`src/rtl/mcrr_pkg.sv`:
```
package mcrr_pkg;

	// default sizes
	localparam int TASK_ENTRIES_DEF = 16;
	localparam int CPU_COUNT_DEF    = 4;

	// fixed field widths
	localparam int OP_W        = 2;
	localparam int CPU_FIELD_W = 8;
	localparam int ENT_FIELD_W = 4;
	localparam int STATUS_W    = 3;
	localparam int S_TDATA_W   = 16;
	localparam int M_TDATA_W   = 24;

	typedef enum logic [OP_W-1:0] {
		OP_WRITE = 2'd0,
		OP_TICK  = 2'd1,
		OP_START = 2'd2,
		OP_UNDEF = 2'd3
	} op_t;

	typedef enum logic [STATUS_W-1:0] {
		ST_WRITTEN     = 3'd0,
		ST_BAD_CPU     = 3'd1,
		ST_NOT_STARTED = 3'd2,
		ST_NONE        = 3'd3,
		ST_KEPT        = 3'd4,
		ST_SWITCHED    = 3'd5,
		ST_STARTED     = 3'd6
	} status_t;

	// run state codes; code 3 may be stored and behaves like other
	localparam logic [1:0] RS_OTHER   = 2'd0;
	localparam logic [1:0] RS_READY   = 2'd1;
	localparam logic [1:0] RS_RUNNING = 2'd2;

	typedef struct packed {
		logic       prim;
		logic [1:0] run_state;
		logic       present;
	} task_entry_t;

	localparam int ENTRY_W = $bits(task_entry_t);

	typedef enum logic [2:0] {
		CS_IDLE,
		CS_DECODE,
		CS_SCAN,
		CS_COMMIT,
		CS_DEMOTE_RD,
		CS_DEMOTE_WR,
		CS_FINISH
	} ctrl_state_t;

	// controller to datapath
	typedef struct packed {
		logic load_in;
		logic decode;
		logic scan;
		logic commit;
		logic demote_rd;
		logic demote_wr;
		logic out_load;
	} cmd_t;

	// datapath to controller
	typedef struct packed {
		logic need_scan;
		logic hit;
		logic scan_none;
		logic need_demote;
		logic out_free;
	} sts_t;

endpackage

```
`src/rtl/mcrr_ram.sv`:
```
module mcrr_ram #(
	parameter int WIDTH = 4,
	parameter int DEPTH = 16
) (
	input  logic                     clk,
	input  logic                     we,
	input  logic [$clog2(DEPTH)-1:0] waddr,
	input  logic [WIDTH-1:0]         wdata,
	input  logic [$clog2(DEPTH)-1:0] raddr,
	output logic [WIDTH-1:0]         rdata
);

	logic [WIDTH-1:0] mem [DEPTH];

	always_ff @(posedge clk) begin
		if (we) begin
			mem[waddr] <= wdata;
		end
		rdata <= mem[raddr];
	end

endmodule

```
`src/rtl/mcrr_ctrl.sv`:
```
module mcrr_ctrl (
	input  logic           clk,
	input  logic           arst_n,
	input  logic           s_tvalid,
	output logic           s_tready,
	output mcrr_pkg::cmd_t cmd,
	input  mcrr_pkg::sts_t sts
);

	import mcrr_pkg::*;

	ctrl_state_t state_q, state_nxt;

	always_ff @(posedge clk or negedge arst_n) begin
		if (!arst_n) begin
			state_q <= CS_IDLE;
		end else begin
			state_q <= state_nxt;
		end
	end

	always_comb begin
		state_nxt = state_q;
		case (state_q)
			CS_IDLE: begin
				if (s_tvalid) state_nxt = CS_DECODE;
			end
			CS_DECODE: begin
				state_nxt = sts.need_scan ? CS_SCAN : CS_FINISH;
			end
			CS_SCAN: begin
				if (sts.hit) state_nxt = CS_COMMIT;
				else if (sts.scan_none) state_nxt = CS_FINISH;
			end
			CS_COMMIT: begin
				state_nxt = sts.need_demote ? CS_DEMOTE_RD : CS_FINISH;
			end
			CS_DEMOTE_RD: state_nxt = CS_DEMOTE_WR;
			CS_DEMOTE_WR: state_nxt = CS_FINISH;
			CS_FINISH: begin
				if (sts.out_free) state_nxt = CS_IDLE;
			end
			default: state_nxt = CS_IDLE;
		endcase
	end

	always_comb begin
		cmd      = '0;
		s_tready = 1'b0;
		case (state_q)
			CS_IDLE: begin
				s_tready    = 1'b1;
				cmd.load_in = s_tvalid;
			end
			CS_DECODE:    cmd.decode    = 1'b1;
			CS_SCAN:      cmd.scan      = 1'b1;
			CS_COMMIT:    cmd.commit    = 1'b1;
			CS_DEMOTE_RD: cmd.demote_rd = 1'b1;
			CS_DEMOTE_WR: cmd.demote_wr = 1'b1;
			CS_FINISH:    cmd.out_load  = sts.out_free;
			default:      cmd = '0;
		endcase
	end

endmodule

```
`src/rtl/mcrr_dp.sv`:
```
module mcrr_dp #(
	parameter int TASK_ENTRIES = mcrr_pkg::TASK_ENTRIES_DEF,
	parameter int CPU_COUNT    = mcrr_pkg::CPU_COUNT_DEF
) (
	input  logic                           clk,
	input  logic                           arst_n,
	input  logic [mcrr_pkg::S_TDATA_W-1:0] s_tdata,
	input  logic [mcrr_pkg::OP_W-1:0]      s_tuser,
	output logic                           m_tvalid,
	input  logic                           m_tready,
	output logic [mcrr_pkg::M_TDATA_W-1:0] m_tdata,
	output logic [mcrr_pkg::STATUS_W-1:0]  m_tuser,
	input  mcrr_pkg::cmd_t                 cmd,
	output mcrr_pkg::sts_t                 sts
);

	import mcrr_pkg::*;

	localparam int IDX_W = $clog2(TASK_ENTRIES);
	localparam int SUM_W = IDX_W + 1;
	localparam int CNT_W = $clog2(TASK_ENTRIES + 2);
	localparam int CPU_W = (CPU_COUNT > 1) ? $clog2(CPU_COUNT) : 1;

	// captured transaction
	op_t                    op_q;
	logic [CPU_FIELD_W-1:0] cpu_q;
	logic [ENT_FIELD_W-1:0] idx_q;
	task_entry_t            wr_ent_q;

	// scheduler state
	logic [IDX_W-1:0] cursor_q;
	logic             cur_valid_q [CPU_COUNT];
	logic [IDX_W-1:0] cur_entry_q [CPU_COUNT];
	logic             ent_valid_q [TASK_ENTRIES];

	// per-item working registers
	logic [IDX_W-1:0] cur_q;
	logic             cvld_q;
	logic [CNT_W-1:0] cnt_q;
	logic [IDX_W-1:0] pick_q;
	logic             pick_prim_q;
	logic             probe_vld_s1;
	logic [IDX_W-1:0] probe_idx_s1;
	logic             vbit_s1;

	// result and output registers
	status_t                res_status_q;
	logic [ENT_FIELD_W-1:0] res_prev_q;
	logic [ENT_FIELD_W-1:0] res_next_q;
	logic                   res_cvld_q;
	status_t                out_status_q;
	logic [CPU_FIELD_W-1:0] out_cpu_q;
	logic [ENT_FIELD_W-1:0] out_prev_q;
	logic [ENT_FIELD_W-1:0] out_next_q;
	logic                   out_cvld_q;
	logic                   m_tvalid_q;

	// table memory
	logic             ram_we;
	logic [IDX_W-1:0] ram_waddr;
	task_entry_t      ram_wdata;
	logic [IDX_W-1:0] ram_raddr;
	task_entry_t      ram_rdata;
	task_entry_t      eff;

	logic             in_range;
	logic             bad;
	logic             not_started;
	logic [CPU_W-1:0] cpu_sel;
	logic             slot_vld;
	logic [IDX_W-1:0] slot_ent;
	logic [SUM_W-1:0] scan_sum;
	logic [IDX_W-1:0] scan_addr;
	logic             issue;
	logic             eligible;
	logic             skip_prim;

	mcrr_ram #(
		.WIDTH(ENTRY_W),
		.DEPTH(TASK_ENTRIES)
	) u_table (
		.clk  (clk),
		.we   (ram_we),
		.waddr(ram_waddr),
		.wdata(ram_wdata),
		.raddr(ram_raddr),
		.rdata(ram_rdata)
	);

	// decode
	always_comb begin
		in_range    = 32'(idx_q) < TASK_ENTRIES;
		bad         = (op_q == OP_UNDEF) || (32'(cpu_q) >= CPU_COUNT);
		cpu_sel     = CPU_W'(cpu_q);
		slot_vld    = cur_valid_q[cpu_sel];
		slot_ent    = cur_entry_q[cpu_sel];
		not_started = (op_q == OP_TICK) && !slot_vld;
	end

	// scan address: cursor plus offset, wrapped once
	always_comb begin
		scan_sum  = SUM_W'(cursor_q) + SUM_W'(cnt_q);
		scan_addr = (scan_sum >= SUM_W'(TASK_ENTRIES)) ?
			IDX_W'(scan_sum - SUM_W'(TASK_ENTRIES)) : IDX_W'(scan_sum);
		issue     = cmd.scan && (cnt_q <= CNT_W'(TASK_ENTRIES));
		ram_raddr = cmd.demote_rd ? cur_q : scan_addr;
	end

	// an entry never written reads as all zero
	always_comb begin
		eff       = vbit_s1 ? ram_rdata : '0;
		skip_prim = (cpu_q != '0);
		eligible  = eff.present &&
			(eff.run_state == RS_READY || eff.run_state == RS_RUNNING) &&
			!(skip_prim && eff.prim);
	end

	always_comb begin
		sts.need_scan   = (op_q != OP_WRITE) && !bad && !not_started;
		sts.hit         = probe_vld_s1 && eligible;
		sts.scan_none   = (cnt_q == CNT_W'(TASK_ENTRIES + 1)) && !probe_vld_s1;
		sts.need_demote = (op_q == OP_TICK) && (pick_q != cur_q);
		sts.out_free    = !m_tvalid_q || m_tready;
	end

	// single write port
	always_comb begin
		ram_we    = 1'b0;
		ram_waddr = pick_q;
		ram_wdata = '{prim: pick_prim_q, run_state: RS_RUNNING, present: 1'b1};
		if (cmd.decode && op_q == OP_WRITE && in_range) begin
			ram_we    = 1'b1;
			ram_waddr = IDX_W'(idx_q);
			ram_wdata = wr_ent_q;
		end else if (cmd.commit) begin
			ram_we = 1'b1;
		end else if (cmd.demote_wr && eff.run_state == RS_RUNNING) begin
			ram_we    = 1'b1;
			ram_waddr = cur_q;
			ram_wdata = '{prim: eff.prim, run_state: RS_READY, present: eff.present};
		end
	end

	// control state
	always_ff @(posedge clk or negedge arst_n) begin
		if (!arst_n) begin
			cursor_q     <= IDX_W'(TASK_ENTRIES - 1);
			probe_vld_s1 <= 1'b0;
			m_tvalid_q   <= 1'b0;
			for (int i = 0; i < CPU_COUNT; i++) begin
				cur_valid_q[i] <= 1'b0;
				cur_entry_q[i] <= '0;
			end
			for (int i = 0; i < TASK_ENTRIES; i++) begin
				ent_valid_q[i] <= 1'b0;
			end
		end else begin
			probe_vld_s1 <= issue;
			if (ram_we) ent_valid_q[ram_waddr] <= 1'b1;
			if (cmd.commit) begin
				cursor_q             <= pick_q;
				cur_valid_q[cpu_sel] <= 1'b1;
				cur_entry_q[cpu_sel] <= pick_q;
			end
			if (cmd.out_load) m_tvalid_q <= 1'b1;
			else if (m_tready) m_tvalid_q <= 1'b0;
		end
	end

	// payload
	always_ff @(posedge clk) begin
		if (cmd.load_in) begin
			op_q     <= op_t'(s_tuser);
			cpu_q    <= s_tdata[7:0];
			idx_q    <= s_tdata[11:8];
			wr_ent_q <= '{prim: s_tdata[15], run_state: s_tdata[14:13],
				present: s_tdata[12]};
		end

		probe_idx_s1 <= scan_addr;
		vbit_s1      <= ent_valid_q[ram_raddr];
		if (issue) cnt_q <= cnt_q + CNT_W'(1);

		if (cmd.decode) begin
			cnt_q        <= CNT_W'(1);
			cur_q        <= slot_vld ? slot_ent : '0;
			cvld_q       <= slot_vld;
			res_prev_q   <= '0;
			res_next_q   <= '0;
			res_cvld_q   <= 1'b0;
			if (op_q == OP_WRITE) res_status_q <= ST_WRITTEN;
			else if (bad) res_status_q <= ST_BAD_CPU;
			else res_status_q <= ST_NOT_STARTED;
		end

		if (cmd.scan && sts.hit) begin
			pick_q      <= probe_idx_s1;
			pick_prim_q <= eff.prim;
		end
		if (cmd.scan && sts.scan_none) begin
			res_status_q <= ST_NONE;
			res_prev_q   <= ENT_FIELD_W'(cur_q);
			res_next_q   <= ENT_FIELD_W'(cur_q);
			res_cvld_q   <= cvld_q;
		end

		if (cmd.commit) begin
			res_prev_q <= ENT_FIELD_W'(cur_q);
			res_next_q <= ENT_FIELD_W'(pick_q);
			res_cvld_q <= 1'b1;
			if (op_q == OP_START) res_status_q <= ST_STARTED;
			else if (pick_q == cur_q) res_status_q <= ST_KEPT;
			else res_status_q <= ST_SWITCHED;
		end

		if (cmd.out_load) begin
			out_status_q <= res_status_q;
			out_cpu_q    <= cpu_q;
			out_prev_q   <= res_prev_q;
			out_next_q   <= res_next_q;
			out_cvld_q   <= res_cvld_q;
		end
	end

	assign m_tvalid = m_tvalid_q;
	assign m_tuser  = out_status_q;
	assign m_tdata  = {7'd0, out_cvld_q, out_next_q, out_prev_q, out_cpu_q};

endmodule

```
`src/rtl/multi_cpu_round_robin_scheduler.sv`:
```
// round-robin task scheduler for several cpus. each input transaction carries an
// operation in s_tuser: write a task table entry, tick/yield a cpu, or start/join
// a cpu. every input transaction produces exactly one result transaction, with a
// status code in m_tuser. ticks and starts scan the table from the shared cursor
// plus one, wrapping, and take the first present entry that is ready or running
// (cpus other than 0 skip primary-only entries). the block works on one
// transaction at a time: a write, a rejected cpu or a tick before start goes from
// decode straight to the result; a scan reads one table entry per cycle through
// the registered table read, then commits, and a tick that switches tasks also
// reads back and demotes the old task. the scan rate is set by the single read
// port of the task table memory. a new input transaction is taken while a
// finished result still waits on the output register. the table comes out of
// reset empty through per-entry written flags, so there is no clearing pass and
// the block is ready right after reset.
module multi_cpu_round_robin_scheduler #(
	parameter int TASK_ENTRIES = mcrr_pkg::TASK_ENTRIES_DEF,
	parameter int CPU_COUNT    = mcrr_pkg::CPU_COUNT_DEF
) (
	input  logic                           clk,
	input  logic                           arst_n,
	// input transaction
	input  logic                           s_tvalid,
	output logic                           s_tready,
	// cpu[7:0], entry_index[11:8], entry_present_in[12], entry_state_in[14:13],
	// entry_primary_only_in[15]
	input  logic [mcrr_pkg::S_TDATA_W-1:0] s_tdata,
	// op[1:0]
	input  logic [mcrr_pkg::OP_W-1:0]      s_tuser,
	// result transaction
	output logic                           m_tvalid,
	input  logic                           m_tready,
	// cpu_out[7:0], prev_entry[11:8], next_entry[15:12], current_valid[16],
	// zero fill above
	output logic [mcrr_pkg::M_TDATA_W-1:0] m_tdata,
	// status[2:0]
	output logic [mcrr_pkg::STATUS_W-1:0]  m_tuser
);

	import mcrr_pkg::*;

	cmd_t cmd;
	sts_t sts;

	// sequencing: accept, decode, scan, commit, demote, hand off
	mcrr_ctrl u_ctrl (
		.clk     (clk),
		.arst_n  (arst_n),
		.s_tvalid(s_tvalid),
		.s_tready(s_tready),
		.cmd     (cmd),
		.sts     (sts)
	);

	// task table, cursor, per-cpu slots and the output register
	mcrr_dp #(
		.TASK_ENTRIES(TASK_ENTRIES),
		.CPU_COUNT   (CPU_COUNT)
	) u_dp (
		.clk     (clk),
		.arst_n  (arst_n),
		.s_tdata (s_tdata),
		.s_tuser (s_tuser),
		.m_tvalid(m_tvalid),
		.m_tready(m_tready),
		.m_tdata (m_tdata),
		.m_tuser (m_tuser),
		.cmd     (cmd),
		.sts     (sts)
	);

endmodule

```
`config.mk`:
```
export PLATFORM = sky130hd
export DESIGN_NAME = multi_cpu_round_robin_scheduler
export DESIGN_NICKNAME = d
export VERILOG_FILES = /design/src/rtl/mcrr_pkg.sv /design/src/rtl/mcrr_ram.sv /design/src/rtl/mcrr_ctrl.sv /design/src/rtl/mcrr_dp.sv /design/src/rtl/multi_cpu_round_robin_scheduler.sv
export SDC_FILE = /design/constraint.sdc
export NUM_CORES = 1
export LEC_CHECK = 0
export ABC_AREA = 1
export BUFFER_PORTS_ARGS = -buffer_cell sky130_fd_sc_hd__buf_2
export CAP_MARGIN = 30
export CORE_ASPECT_RATIO = 1.4
export CORE_UTILIZATION = 50
export DETAILED_ROUTE_END_ITERATION = 16
export PLACE_DENSITY = 0.71
export SLEW_MARGIN = 10
export SYNTH_ARGS = -nofsm -noshare
export SYNTH_HDL_FRONTEND = slang
export SYNTH_SLANG_ARGS = --single-unit
```
`constraint.sdc`:
```
create_clock -name clk -period 3.4 [get_ports clk]
set_input_delay 0.34 -clock clk [delete_from_list [all_inputs] [get_ports clk]]
set_output_delay 0.34 -clock clk [all_outputs]
set_load 0.03 [all_outputs]
```
### Word-level counts from Yosys, hierarchy flattened

Memory sizes are Yosys's and may differ from the RTL's. A register that Yosys moved wholly into a read port is not among the register bits.
Index checks and enable logic that the tools add are counted.

* add/subtract/negate cells: 3
* magnitude comparators: 8
* equal/unequal tests: 17
* muxes and demuxes: 60
* bitwise logic cells: 5
* reduce and logical (&&, ||, !) cells: 33

Operators by type and width (count)
* 4-bit two-way mux: 16
* 3-bit two-way mux: 10
* 1-bit two-way mux: 24
* 3-bit one-hot mux with 7 select lines: 1
* 16-bit bitwise mux: 1
* 1-bit logical AND: 16
* 16-bit OR: 1
* 5-bit greater-or-equal comparator, second input constant: 3
* 4-bit NOT with 5-bit output: 2
* 3-bit equality test, second input constant: 3
* 4-bit binary-select mux with 2-bit select: 1
* 4-bit demux with 2-bit select: 1
* 8-bit by 3-bit greater-or-equal comparator with 1-bit output, second input constant: 1
* 8-bit nonzero test: 1
* 2-bit equality test, second input constant: 3
* 3-bit by 2-bit equality test with 1-bit output, second input constant: 2
* 1-bit logical NOT: 6
* 2-bit nonzero test: 3
* 4-bit by 5-bit adder with 5-bit output: 1
* 5-bit by 1-bit adder with 5-bit output, second input constant: 1
* 5-bit equality test, second input constant: 1
* 5-bit less-or-equal comparator, second input constant: 1
* 5-bit by 1-bit < comparator with 1-bit output, second input constant: 1
* 1-bit binary-select mux with 4-bit select: 1
* other kinds (21): 25

* register bits after elaboration: 115
* bits in writable memories: 64
* bits of input ports: 22
* output and inout port bits: 29
* logic and storage cells: 177
* memories kept: 1

Memory list
* u_dp.u_table.mem: words 16, bits a word 4, read ports 1, clocked after Yosys merged registers in 1, wr ports 1, line mcrr_ram.sv:13 `logic [WIDTH-1:0] mem [DEPTH];`

### Logic depth before layout (Yosys ltp)

Gate-level depths: netlist (run 1).

* depth after elaboration: 12
* gate-level depth with buffers: 15
* depth with buffers taken out: 14

### Cells and area by module

A second synthesis (run 1) with hierarchy kept.

* cell total of the unflattened synthesis: 813
* area, all modules: 8087.8 µm²

By module, submodules not included
* mcrr_dp: times used 1, cells each 478, area an instance 4848.4 µm², seq. area each 3047.9 µm²
* mcrr_ram: times used 1, cells each 290, area an instance 2966.6 µm², seq. area each 2001.9 µm²
* mcrr_ctrl: times used 1, cells each 45, area an instance 272.8 µm², seq. area each 75.1 µm²

### Worst setup path before layout (run 1)

Ideal clock, no wire load.

* path kind: register to register
* from: register u_ctrl.state_q[0]
* to: register u_dp.cpu_q[0], enable pin
* setup time: 0.416 ns
* arrival time: 1.943 ns
* data required time: 2.984 ns
* slack: 1.042 ns
* stages on the path, launching flop included: 4
* path buffers: 0
* period minus slack after synthesis: 2.358 ns
* path through: dfrtp_1 -> nor2_4 -> inv_1 -> nor3_1

RTL lines
* start, declared: line mcrr_ctrl.sv:12 `ctrl_state_t state_q, state_nxt;`
* start signal, assigned: line mcrr_ctrl.sv:18 `state_q <= state_nxt;`
* end signal, assigned: line mcrr_dp.sv:174 `cpu_q <= s_tdata[7:0];`
* end, declared: line mcrr_dp.sv:26 `logic [CPU_FIELD_W-1:0] cpu_q;`

### Final worst setup path (run 1)

* from: register u_ctrl.state_q[0]
* to: register u_dp.u_table.rdata[2], read port of u_dp.u_table.mem

* cells in the longest elaborated chain, start to end: 3

RTL lines
* 3-bit equality test: line mcrr_ctrl.sv:50 `case (state_q)`
* 1-bit two-way mux: line mcrr_ctrl.sv:50
* 4-bit two-way mux: line mcrr_dp.sv:106 `ram_raddr = cmd.demote_rd ? cur_q : scan_addr;`
* end, declared: line mcrr_ram.sv:10 `output logic [WIDTH-1:0] rdata`

No other way between the ends.
A chain may end at the register's enable or synchronous reset.

==> results summary, run 1 <==
The number of pins exceeding their max-slew limit in the final report was 0. For the finished layout, the period the worst path requires is 2.62 ns. The worst reg-to-reg path cell count came out at 10. Measured along the y axis, the die boundary spans around 150 um.

The count of placed standard cells in the final layout, fillers left out came out at about 1100. The xor/xnor share of the synthesized area is 0.00660. The post-synthesis compound-gate area fraction was 0.0442. The final count of hold timing violations is 0. In this run the critical register-to-register path is captured at u_dp.u_table.rdata[2]. The flow ran to the end, and the final reports show no timing, DRC or antenna violations. The total overflow reported by the global router is 0. In the synthesized netlist the async set-or-reset flop fraction comes to 0.246. The switching power as a share of total power is 0.403.

Among all flip-flop cells after synthesis, the most frequent one is sky130_fd_sc_hd__edfxtp_1. The sequential element share of the synthesized area came out at 0.644. The maximum achievable frequency is 382 MHz. During I/O placement, the number of pins put on the boundary was 51. The final setup TNS came out at 0 ns. In this run the worst hold path is classified as input pin to flop. The number of synthesized register bits came out at between 150 and 200. The area overhead of the layout relative to synthesis is 12.9%. The initial core utilization came out at 0.510. The final setup violation count is 0. The DRC violation total after the first TritonRoute iteration came out at between 300 and 400. The startpoint identified for the worst register-to-register timing path is u_ctrl.state_q[0]. The internal power consumption came out at between 5 and 6 mW.

Post-CTS repair changed the size of 0 cells. The analysis attributes to net switching a power of roughly 3.5 mW. The number of port buffers is 43.

The detailed-router iteration count before antenna repair came out at 5. The simple-gate share of the synthesized area is 0.199. The area occupied by multi-input gates came out at approximately 2100 um^2. The first global-routing pass estimated 27600 um of wire. The post-synthesis cell count is between 800 and 900.

For this design the static power due to leakage is around 4.2 nW. The summed area of non-filler cells in the final layout came out at 8990 um^2. The number of nets in the layout came out at between 800 and 900. By area the synthesized netlist is led by sky130_fd_sc_hd__edfxtp_1 46%, sky130_fd_sc_hd__dfrtp_1 13%, sky130_fd_sc_hd__nand2_1 9.3%, sky130_fd_sc_hd__nand3_1 7.0%, sky130_fd_sc_hd__inv_1 6.9%. In this run the deepest clock path goes through 2 buffers. The sort of element at the end of the critical path is a flop.

The clock transition time at the flip-flop clock pins of the worst setup and hold paths is roughly 0.070 ns. 0 antenna diodes ended up in the layout. Setup repair after global routing left no endpoint under its margin.

For hold timing, the worst endpoint is u_dp.cpu_q[4]. The cell area that synthesis handed to floorplanning was roughly 8000 um^2. In the post-synthesis netlist, the cell with the most instances is sky130_fd_sc_hd__nand2_1. In the global route stage, overall resource usage came out at 0.230. The startpoint identified for the worst hold timing path is s_tdata[4].

The filler cells instantiated in the layout total about 1300. The unique cell type count in the Yosys netlist came out at 35. The category of the most critical setup path is flop to flop. At the pin with the least slew margin, the transition time is around 0.74 ns. The worst clock skew is roughly 0.010 ns. The setup slack of the worst register-to-register path came out at 0.78 ns. The number of clock sinks is 183. The wire length per cell is between 15 and 20 um. The worst setup path is launched from a flop. Total power for the finished layout comes to approximately 8.6 mW. The area taken by flip-flops and latches came out at ~5100 um^2.

The fraction of the cycle the final worst path needs is 0.770. The placement row count came out at 54. The clock latency on the worst-skew pair is between 0.4 and 0.5 ns. The number of antenna violations at the first check in global routing is 0. After synthesis, the share of cell area in mux cells is 0. By area, the combinational part of the netlist is dominated by simple AND/OR/NAND/NOR gates.

Yosys printed 0 warnings. The fraction of layout cells with a size suffix above 1 came out at 0.131. The overall die area came out at between 15000 and 20000 um^2. The share of total power dissipated in sequential elements is 0.381.

The tightest hold path in the finished design has a slack of 0.0861 ns. The width of the die is ~110 um. The maximum fanout along the worst path is 17. Along the worst hold path, the cell count comes to 1. In this run the tightest slew margin relative to its limit is 0.503.

The total power per unit cell area came out at between 900 and 1000 nW/um^2. The congestion estimate from routability-driven global placement came to a little under 0.9. In this run, CTS created clock tree buffers numbering 17. The peak supply drop came out at 0.560 mV. Of all cell types, the one taking the most synthesized area is sky130_fd_sc_hd__edfxtp_1. The number of flops mapped to enable cells by yosys came out at around 120. The combinational cell fraction of total power came out at 0.399.

The floorplan core area came out at 15600 um^2. The CTS root buffer is sky130_fd_sc_hd__clkbuf_16. The number of H-tree branching levels is 4. Of the total power, the clock network draws 0.220. The maximum number of pins on one net before global-route repair is 34.

The number of max-cap violations came out at 0. The fraction of synthesized cell area taken by the top area cell type is 0.464. Data on the critical path is required at its endpoint by 3.75 ns. The share of synthesized cell area in full adder, half adder and majority cells came out at 0.0135. The final layout contains routed wiring with a total length of 16900 um. In the synthesized netlist, the cells that appear most often are 198 x sky130_fd_sc_hd__nand2_1, 147 x sky130_fd_sc_hd__inv_1, 123 x sky130_fd_sc_hd__edfxtp_1. The final route contains 5456 vias. Using the TritonRoute via totals, the vias-per-cell ratio works out to slightly above 5.

The residual antenna-violating net count after detailed routing came out at 0. The HPWL after detailed placement came out at around 12000 um. The post-synthesis average cell area came out at approximately 9.9 um^2. The via count of the first global-routing pass came out at 5466. The clock tree from TritonCTS is done. The total instance count after detailed placement came out at 1041. The instance area after placement is around 8400 um^2.

The data arrival time at the worst-slack endpoint came out at about 3 ns. In the routed design, unresolved DRC markers number 0.
[placed cells by master, fill, tap and decap left out, drive strengths merged, types with 2 or more instances in the layout]
cell	netlist	final
conb	1	7
dfxtp	15	15
dfrtp	41	41
a21oi	12	12
nor2	47	47
a31oi	2	2
edfxtp	123	123
nand3	113	113
ha	7	7
xor2	5	5
o21ai	42	42
nor3	5	5
dfstp	4	4
a41oi	4	4
buf	24	59
nand2	202	202
clkinv	0	4
clkbuf	3	20
inv	151	157
[metrics by stage]
stage	setup slack (ns)	utilization
final	0.781	0.576
after global routing	0.615	0.576
after CTS	0.774	0.575
after detailed placement	0.772	0.538
after global placement	0.849	0.537
after floorplan	1.04	-
[layer usage]
metal	vias up	track usage	wire length, um
li1	2709	-	-
met1	2546	0.272	6480
met2	161	0.397	9090
met3	40	0.0409	748
met4	0	0.119	596
met5	-	0	0
[power groups by stage]
stage               logic [mW]  clock network, mW  registers (mW)
floorplan                 2.34                  0            3.31
global placement          3.32                  0            3.29
detailed placement        3.38                  0            3.30
CTS                       3.40               1.90            3.26
global route              3.83               2.00            3.31
finish                    3.42               1.88            3.26
[area by class of cell]
| cell class | count | area share |
|---|---|---|
| Tap cell | 196 | 0.0273 |
| Inverter | 151 | 0.0630 |
| Timing Repair Buffer | 60 | 0.0406 |
| Clock inverter | 12 | 0.0129 |
| Sequential cell | 183 | 0.570 |
| Multi-Input combinational cell | 453 | 0.237 |
| Clock buffer | 20 | 0.0497 |
[worst max-delay path, cell delays in order, from the launching register on]
cell and delay [ns]:
sky130_fd_sc_hd__dfrtp_1 0.46, sky130_fd_sc_hd__nor2_4 0.23, sky130_fd_sc_hd__nand2_2 0.15, sky130_fd_sc_hd__nand2_1 0.42, sky130_fd_sc_hd__nand2_1 0.46, sky130_fd_sc_hd__buf_4 0.33
sky130_fd_sc_hd__nand2_1 0.06, sky130_fd_sc_hd__nand3_1 0.09, sky130_fd_sc_hd__nand3_1 0.09, sky130_fd_sc_hd__nand3_1 0.10, sky130_fd_sc_hd__nand2_1 0.13
[cell families (layout without fill, tap and decap cells)]
family          after synthesis  in the layout
simple gates                370            370
flops                       183            183
buf+inv                     178            243
compound gates               62             62
fa+ha+maj                     8              8
xor+xnor                      6              6
other cells                   1              7
[flip-flops by register name, summed over array words and instances, names as in the netlist, 5 cells and up]
signal and count:
u_dp.cpu_q 8, u_dp.cur_entry_q 16, u_dp.ent_valid_q 16, u_dp.out_cpu_q 8, u_dp.cnt_q 5, u_dp.u_table.mem 64
[how the worst max path moves through the flow]
stage,from,end,slack [ns]
6_report,u_ctrl.state_q[0],u_dp.u_table.rdata[2],0.78
5_1_grt,u_ctrl.state_q[0],u_dp.u_table.rdata[2],0.62
2_1_floorplan,u_ctrl.state_q[0],u_dp.cpu_q[0],1.04
4_1_cts,u_ctrl.state_q[0],u_dp.u_table.rdata[2],0.77
3_5_place_dp,u_ctrl.state_q[0],u_dp.u_table.rdata[2],0.77
3_3_place_gp,u_ctrl.state_q[0],u_dp.u_table.rdata[2],0.85
[repair_timing]
action,4_1_cts,5_1_grt
hold buffers,1,0
setup buffers,0,0
endpoints found under the hold margin,12,0
setup endpoints to repair,0,0
(Power assumes the default switching activity.)
==> run 2, diff against run 1 <==
clock period = 2.7 ns   (was 3.4 ns; I/O delays follow)
==> run 2 against run 1 <==
Compared with the run above:
- register-to-register slack got worse by 0.54 ns
- core utilization increased by 0.38 points
- via count increased by 2.1%
- non-clock buffer count increased by 5
- routed wire length grew 4.0%
- maximum frequency grew 6.4%
- sequential power rose by 26%
- first-iteration DRC count fell by 20%
- setup slack lost 0.54 ns
- clock power grew 34%
==> results summary, run 2 (synthesized netlist as in run 1, its figures left out) <==
The global-route usage over all layers is 0.229 (was 0.230). The number of H-tree branching levels is 4 (unchanged). The overall power of the completed layout came out at 10.9 mW (was 8.57 mW). The overall die area is 16400 um^2 (unchanged). The number of flip-flops in the largest register is 64 (unchanged).

The commonest non-fill, non-tap cell in the layout is sky130_fd_sc_hd__nand2_1 (unchanged). The initial core utilization is 0.510 (unchanged). The final setup TNS came out at 0 ns (unchanged). The fraction of layout cells with a size suffix above 1 is 0.136 (was 0.131).

The antenna cell count came out at 0 (unchanged). The HPWL after detailed placement is 12700 um (was 12400 um). The total routed wirelength is 17600 um (was 16900 um). The floorplan core area is 15600 um^2 (unchanged). The via count of the first global-routing pass was 5242 (was 5466).

The maximum achievable frequency came to 406 MHz (was 382 MHz). The count of vias placed by the detailed router came out at 5572 (was 5456). The startpoint type of the worst setup path is a flop (unchanged). The sort of element at the end of the critical path is a flop (unchanged).

The number of max-cap violations is 0 (unchanged). Setup repair after global routing missed its margin: yes (was no). Registers with the highest flip-flop counts: u_dp.u_table.mem: 64 flops, u_dp.cur_entry_q: 16 flops, u_dp.ent_valid_q: 16 flops (unchanged). The residual antenna-violating net count after detailed routing came out at 0 (unchanged).

The hold path startpoint is s_tdata[5] (was s_tdata[4]). The delay contributed by the slowest stage of the critical path is 0.61 ns (was 0.46 ns). The clock transition time at the flip-flop clock pins of the worst setup and hold paths was 0.07 ns (about the same). Outcome: complete, no violations (unchanged). The placement row count came out at 54 (unchanged). The critical path buffer and inverter count is 1 (unchanged). The number of port buffers came to 43 (unchanged). Commonest cells after routing, fill and taps aside: 198 x sky130_fd_sc_hd__nand2_1, 147 x sky130_fd_sc_hd__inv_1, 123 x sky130_fd_sc_hd__edfxtp_1 (unchanged). The via-per-instance ratio is 5.16 (was 5.08).

The class of the most critical hold timing path is input pin to flop (unchanged). The routability congestion estimate from global placement came out at 0.893 (was 0.864). The required time at the worst-slack endpoint came out at 2.77 ns (was 3.75 ns). The worst reg2reg path startpoint is u_ctrl.state_q[2] (was u_ctrl.state_q[0]). The count of cells resized by post-cts repair came out at 0 (unchanged). The highest-delay cell along the critical path is sky130_fd_sc_hd__dfrtp_1 (unchanged). The most flop-heavy register is u_dp.u_table.mem (unchanged). The clock tree from TritonCTS is done (unchanged).

The wire length per cell came out at 16.3 um (was 15.7 um). The detailed-router iteration count before antenna repair is 5 (unchanged). The total power per unit cell area is 1210 nW/um^2 (was 953 nW/um^2).

Sequence of cells on the critical path: nand2_1 -> inv_1 -> nand2_1 -> nand2_1 -> o21ai_0 -> a21oi_2 -> nand3_2 -> nor2_1 (was nor2_4 -> nand2_2 -> nand2_1 -> nand2_1 -> buf_4 -> nand2_1 -> nand3_1 -> nand3_1 -> nand3_1 -> nand2_1). The category of the most critical setup path is flop to flop (unchanged). The number of buffers added by the clock tree synthesis step came to 17 (unchanged). The number of clock sinks is 183 (unchanged). The worst clock skew came out at 0.00928 ns (was 0.0103 ns). The shortest period the worst path allows came out at 2.46 ns (was 2.62 ns). The DRC violation total after the first TritonRoute iteration is 313 (was 391).

The number of antenna violations at the first check in global routing is 0 (unchanged). The kind of cell adding the most delay to the critical path is simple AND/OR/NAND/NOR gates (unchanged). The number of pins exceeding their max-slew limit in the final report came out at 0 (unchanged).

The destination of the worst hold path was u_dp.cpu_q[5] (was u_dp.cpu_q[4]). The capturing point of the worst reg2reg path is u_dp.u_table.mem[0][3] (was u_dp.u_table.rdata[2]). The final setup violation count came out at 0 (unchanged). The cell count along the critical path came out at 8 (was 10).

The measured slew at the worst slew-check pin came out at 0.618 ns (was 0.742 ns). The standby leakage power is 4.20 nW (was 4.17 nW). The worst reg-to-reg path cell count was 8 (was 10). The peak supply drop is 0.765 mV (was 0.560 mV). The maximum number of pins on one net before global-route repair was 46 (was 34). The maximum fanout along the worst path is 12 (was 17). The total overflow reported by the global router came out at 0 (unchanged). The final routed DRC violation total came out at 0 (unchanged). The worst slew slack as a fraction of its limit came out at 0.586 (was 0.503). The buffer levels on the longest clock path is 2 (unchanged). The fraction of the cycle the final worst path needs is 0.911 (was 0.770). The CTS root buffer is sky130_fd_sc_hd__clkbuf_16 (unchanged). The number of cells on the worst hold path came out at 1 (unchanged). The height of the chip came out at 151 um (unchanged). The setup slack of the worst register-to-register path came out at 0.24 ns (was 0.78 ns). The cell repeated most along the worst path is sky130_fd_sc_hd__nand2_1 (unchanged).

The area overhead of the layout relative to synthesis came out at 13.7% (was 12.9%). The I/O pin count came to 51 (unchanged). The global-route wire length before repair is 27300 um (was 27600 um). The final count of hold timing violations is 0 (unchanged). The clock latency on the worst-skew pair is 0.43 ns (was 0.42 ns). The data arrival time at the worst-slack endpoint is 2.53 ns (was 2.97 ns). The number of nets in the layout is 901 (was 896). The width of the die came out at 109 um (unchanged).
[run 2: cell types whose count changed in the layout (fill, tap and decap cells not counted), sizes merged]
cell	delta
bufinv	+2
clkbuf	-1
inv	-3
buf	+5
clkinv	+2
[run 2: worst reg2reg max path, stage by stage, from the launching register on]
cell	delay, ns
sky130_fd_sc_hd__dfrtp_1	0.61
sky130_fd_sc_hd__nand2_1	0.09
sky130_fd_sc_hd__inv_1	0.07
sky130_fd_sc_hd__nand2_1	0.21
sky130_fd_sc_hd__nand2_1	0.12
sky130_fd_sc_hd__o21ai_0	0.13
sky130_fd_sc_hd__a21oi_2	0.26
sky130_fd_sc_hd__nand3_2	0.21
sky130_fd_sc_hd__nor2_1	0.41
[run 2: cell type report]
class	count	area, um^2
multi-input cells	453	2130
flip-flops and latches	183	5120
clock buffers	19	433
clock inverters	13	171
repair buffers	65	383
fillers	1298	6560
well taps	196	245
inverters	151	567
[run 2: per-stage QoR]
stage	setup WS, ns	hold slack, ns	utilization	std cells	cell area (um^2)
4_1_cts	0.277	0.00483	0.580	1080	9050
5_1_grt	-0.0134	0.00593	0.580	1080	9050
6_report	0.239	0.0122	0.580	1080	9050
3_3_place_gp	0.373	0.385	0.541	1047	8440
2_1_floorplan	0.342	-0.0256	-	814	7980
3_5_place_dp	0.286	0.389	0.541	1047	8440
[run 2: worst max path at each step]
stage                       from                      to
5_1_grt             u_dp.vbit_s1  u_dp.u_table.mem[4][1]
3_5_place_dp        u_dp.vbit_s1  u_dp.u_table.mem[0][1]
2_1_floorplan  u_ctrl.state_q[0]           u_dp.cpu_q[0]
3_3_place_gp        u_dp.vbit_s1  u_dp.u_table.mem[0][1]
4_1_cts        u_ctrl.state_q[2]  u_dp.u_table.mem[0][2]
6_report       u_ctrl.state_q[2]  u_dp.u_table.mem[0][3]
[run 2: repair_timing]
item	4_1_cts	5_1_grt
setup endpoints to repair	0	8
setup buffers	0	0
endpoints found under the hold margin	41	0
hold buffers	1	0
[run 2: power breakdown]
part / internal (mW) / leakage [nW] / total, mW / switching [mW]
registers: 3.78 / 1.81 / 4.11 / 0.326
clock network: 1.47 / 0.294 / 2.52 / 1.05
logic: 1.37 / 2.10 / 4.31 / 2.94
[run 2: per-layer routing]
metal / GRT usage / part of all wire / wire (um)
met2: 0.417 / 0.54 / 9540
met5: 0 / 0 / 0
met3: 0.0370 / 0.048 / 846
met4: 0.118 / 0.039 / 688
met1: 0.255 / 0.37 / 6510
==> run 3, diff against run 2 <==
REMOVE_ABC_BUFFERS = 1   (was not set)
SLEW_MARGIN = not set   (was 10)
==> run 3 against run 2 <==
Compared with the run above:
- register-to-register slack better by 0.16 ns
- clock power down 2%
- first-iteration DRC count down 6.7%
- largest cell class unchanged
- critical path type unchanged
- die area unchanged
- largest power group unchanged
- critical path depth unchanged
- critical endpoint is now u_dp.u_table.mem[8][2]
- sequential share of layout area down 0.53 points
- maximum frequency up 6.7%
- sequential power about the same
- via count up 0.31%
- total power down 0.16%
- core utilization up 0.55 points
- count of clock-buffer cells in the layout down 1
==> results summary, run 3 (synthesized netlist as in run 1, its figures left out) <==
The final count of hold timing violations is 0 (unchanged). The category of the most critical setup path is flop to flop (unchanged). The number of buffers added by the clock tree synthesis step is 17 (unchanged).

The total power per unit cell area was 1200 nW/um^2 (was 1210 nW/um^2). The I/O pin count came to 51 (unchanged). The count of placed standard cells in the final layout, fillers left out came out at 1089 (was 1080).

The peak supply drop is 0.848 mV (was 0.765 mV). The overall power of the completed layout is 10.9 mW (about the same). Commonest cells after routing, fill and taps aside: 198 x sky130_fd_sc_hd__nand2_1, 147 x sky130_fd_sc_hd__inv_1, 123 x sky130_fd_sc_hd__edfxtp_1 (unchanged). The routability congestion estimate from global placement is 0.867 (was 0.893). The clock tree from TritonCTS is done (unchanged). The antenna cell count is 0 (unchanged). The DRC violation total after the first TritonRoute iteration is 292 (was 313).

The standby leakage power came to 4.24 nW (was 4.20 nW). The total instance count after detailed placement came out at 1049 (was 1047). The sort of element at the end of the critical path is a flop (unchanged). Registers with the highest flip-flop counts: u_dp.u_table.mem: 64 flops, u_dp.cur_entry_q: 16 flops, u_dp.ent_valid_q: 16 flops (unchanged). The data arrival time at the worst-slack endpoint came out at 2.40 ns (was 2.53 ns). The number of port buffers came out at 43 (unchanged). The final setup violation count is 0 (unchanged). The clock transition time at the flip-flop clock pins of the worst setup and hold paths is 0.07 ns (about the same). The detailed-router iteration count before antenna repair is 4 (was 5). The highest-delay cell along the critical path was sky130_fd_sc_hd__dfrtp_1 (unchanged). The number of antenna violations at the first check in global routing came out at 0 (unchanged). The share of the core filled with cells is 0.585 (was 0.580). The residual antenna-violating net count after detailed routing is 0 (unchanged). The worst slew slack as a fraction of its limit is 0.611 (was 0.586). The delay contributed by the slowest stage of the critical path came out at 0.60 ns (was 0.61 ns).

The number of clock sinks is 183 (unchanged). The tightest hold margin is 0.0105 ns (was 0.0122 ns). The placement row count is 54 (unchanged). The via-per-instance ratio was 5.13 (was 5.16). The number of pins exceeding their max-slew limit in the final report is 0 (unchanged). The instance area after placement was 8460 um^2 (was 8440 um^2). The height of the chip was 151 um (unchanged). The most flop-heavy register is u_dp.u_table.mem (unchanged).

The fraction of the cycle the final worst path needs is 0.854 (was 0.911). The area overhead of the layout relative to synthesis came to 14.8% (was 13.7%). The overall die area is 16400 um^2 (unchanged). The kind of cell adding the most delay to the critical path was simple AND/OR/NAND/NOR gates (unchanged). The CTS root buffer is sky130_fd_sc_hd__clkbuf_16 (unchanged). The summed area of non-filler cells in the final layout is 9140 um^2 (was 9050 um^2). The critical path buffer and inverter count is 1 (unchanged). The cell repeated most along the worst path was sky130_fd_sc_hd__nand2_1 (unchanged).

The number of nets in the layout is 910 (was 901). The total routed wirelength is 17200 um (was 17600 um). The number of flip-flops in the largest register came out at 64 (unchanged).

The via count of the first global-routing pass is 5501 (was 5242). The count of cells resized by post-cts repair is 0 (unchanged). The width of the die was 109 um (unchanged). The final setup TNS is 0 ns (unchanged). The clock latency on the worst-skew pair is 0.43 ns (about the same). Outcome: complete, no violations (unchanged). The class of the most critical hold timing path was input pin to flop (unchanged).

The count of vias placed by the detailed router came out at 5589 (was 5572). The worst slack after detailed placement came out at 0.420 ns (was 0.286 ns). The final routed DRC violation total came out at 0 (unchanged). The global-route wire length before repair came to 27600 um (was 27300 um). The maximum fanout along the worst path is 12 (unchanged). The required time at the worst-slack endpoint came to 2.80 ns (was 2.77 ns). The least setup slack across all paths after layout was 0.395 ns (was 0.239 ns).

The count of filler cells inserted in the layout was 1307 (was 1298). The global-route usage over all layers was 0.230 (was 0.229). The floorplan core area came out at 15600 um^2 (unchanged). The measured slew at the worst slew-check pin is 0.581 ns (was 0.618 ns). The commonest non-fill, non-tap cell in the layout was sky130_fd_sc_hd__nand2_1 (unchanged). The number of H-tree branching levels came out at 4 (unchanged).

The number of max-cap violations came out at 0 (unchanged). The total overflow reported by the global router came out at 0 (unchanged). The shortest period the worst path allows came out at 2.31 ns (was 2.46 ns).

The fraction of layout cells with a size suffix above 1 was 0.135 (was 0.136). The initial core utilization came out at 0.510 (unchanged). The HPWL after detailed placement came out at 12500 um (was 12700 um). The maximum number of pins on one net before global-route repair came out at 31 (was 46). The maximum achievable frequency came to 434 MHz (was 406 MHz). The startpoint type of the worst setup path is a flop (unchanged). The wire length per cell came to 15.8 um (was 16.3 um). The worst clock skew was 0.00970 ns (was 0.00928 ns). Setup repair after global routing missed its margin: no (was yes). Sequence of cells on the critical path: nand2_1 -> inv_1 -> nand2_1 -> nand2_1 -> o21ai_0 -> a21oi_2 -> nand3_2 -> nor2_1 (unchanged). The buffer levels on the longest clock path came out at 2 (unchanged).
## run 3: changes by cell type in the layout (fill, tap and decap cells not counted), sizes merged
cell         delta
buf             +2
bufinv          -1
clkbuf          -1
clkinv          -1
dlygate4sd3     +7
inv             +3
## run 3: worst paths after layout
path / slack [ns] / endpoint / cells after the start / startpoint
max in group asynchronous: 1.61 / u_dp.cursor_q[0] / 4 / arst_n
min in group asynchronous: 0.34 / u_dp.cur_valid_q[1] / 2 / arst_n
setup reg to reg: 0.39 / u_dp.u_table.mem[8][2] / 8 / u_ctrl.state_q[2]
hold reg to reg: 0.41 / u_dp.pick_q[3] / 0 / u_dp.probe_idx_s1[3]
hold / removal: 0.01 / u_dp.cpu_q[6] / 1 / s_tdata[6]
setup / recovery: 0.39 / u_dp.u_table.mem[8][2] / 8 / u_ctrl.state_q[2]
## run 3: worst register-to-register path: cells and delay by family, from the launching register on
family	cells	cell delay [ns]
DFF	1	0.60
and+or+nand+nor	5	0.94
buffers and inverters	1	0.06
AOI/OAI and AO/OA	2	0.37
## run 3: what timing repair did
item	4_1_cts	5_1_grt
hold endpoints to repair	27	1
hold buffers	7	1
buffers inserted	0	0
## run 3: layout make-up
class	instances	area, um^2	share of cell area
sequential	183	5120	0.561
inverter	151	567	0.0620
timing repair buffer	74	480	0.0526
multi-input combinational	453	2120	0.233
clock buffer	18	429	0.0470
tap	196	245	0.0268
clock inverter	14	165	0.0181
## run 3: layer usage
layer  global-route usage  routed length (um)  vias up
met1                0.265                6660     2605
met2                0.385                8760      195
li1                     -                   -     2734
met3               0.0439                 906       55
met4                0.154                 889        0
met5                    0                   0        -
## run 3: power breakdown
| part | internal, mW | switching, mW |
|---|---|---|
| Clock | 1.39 | 1.09 |
| Combinational | 1.38 | 2.95 |
| Sequential | 3.78 | 0.332 |
| Total | 6.55 | 4.38 |
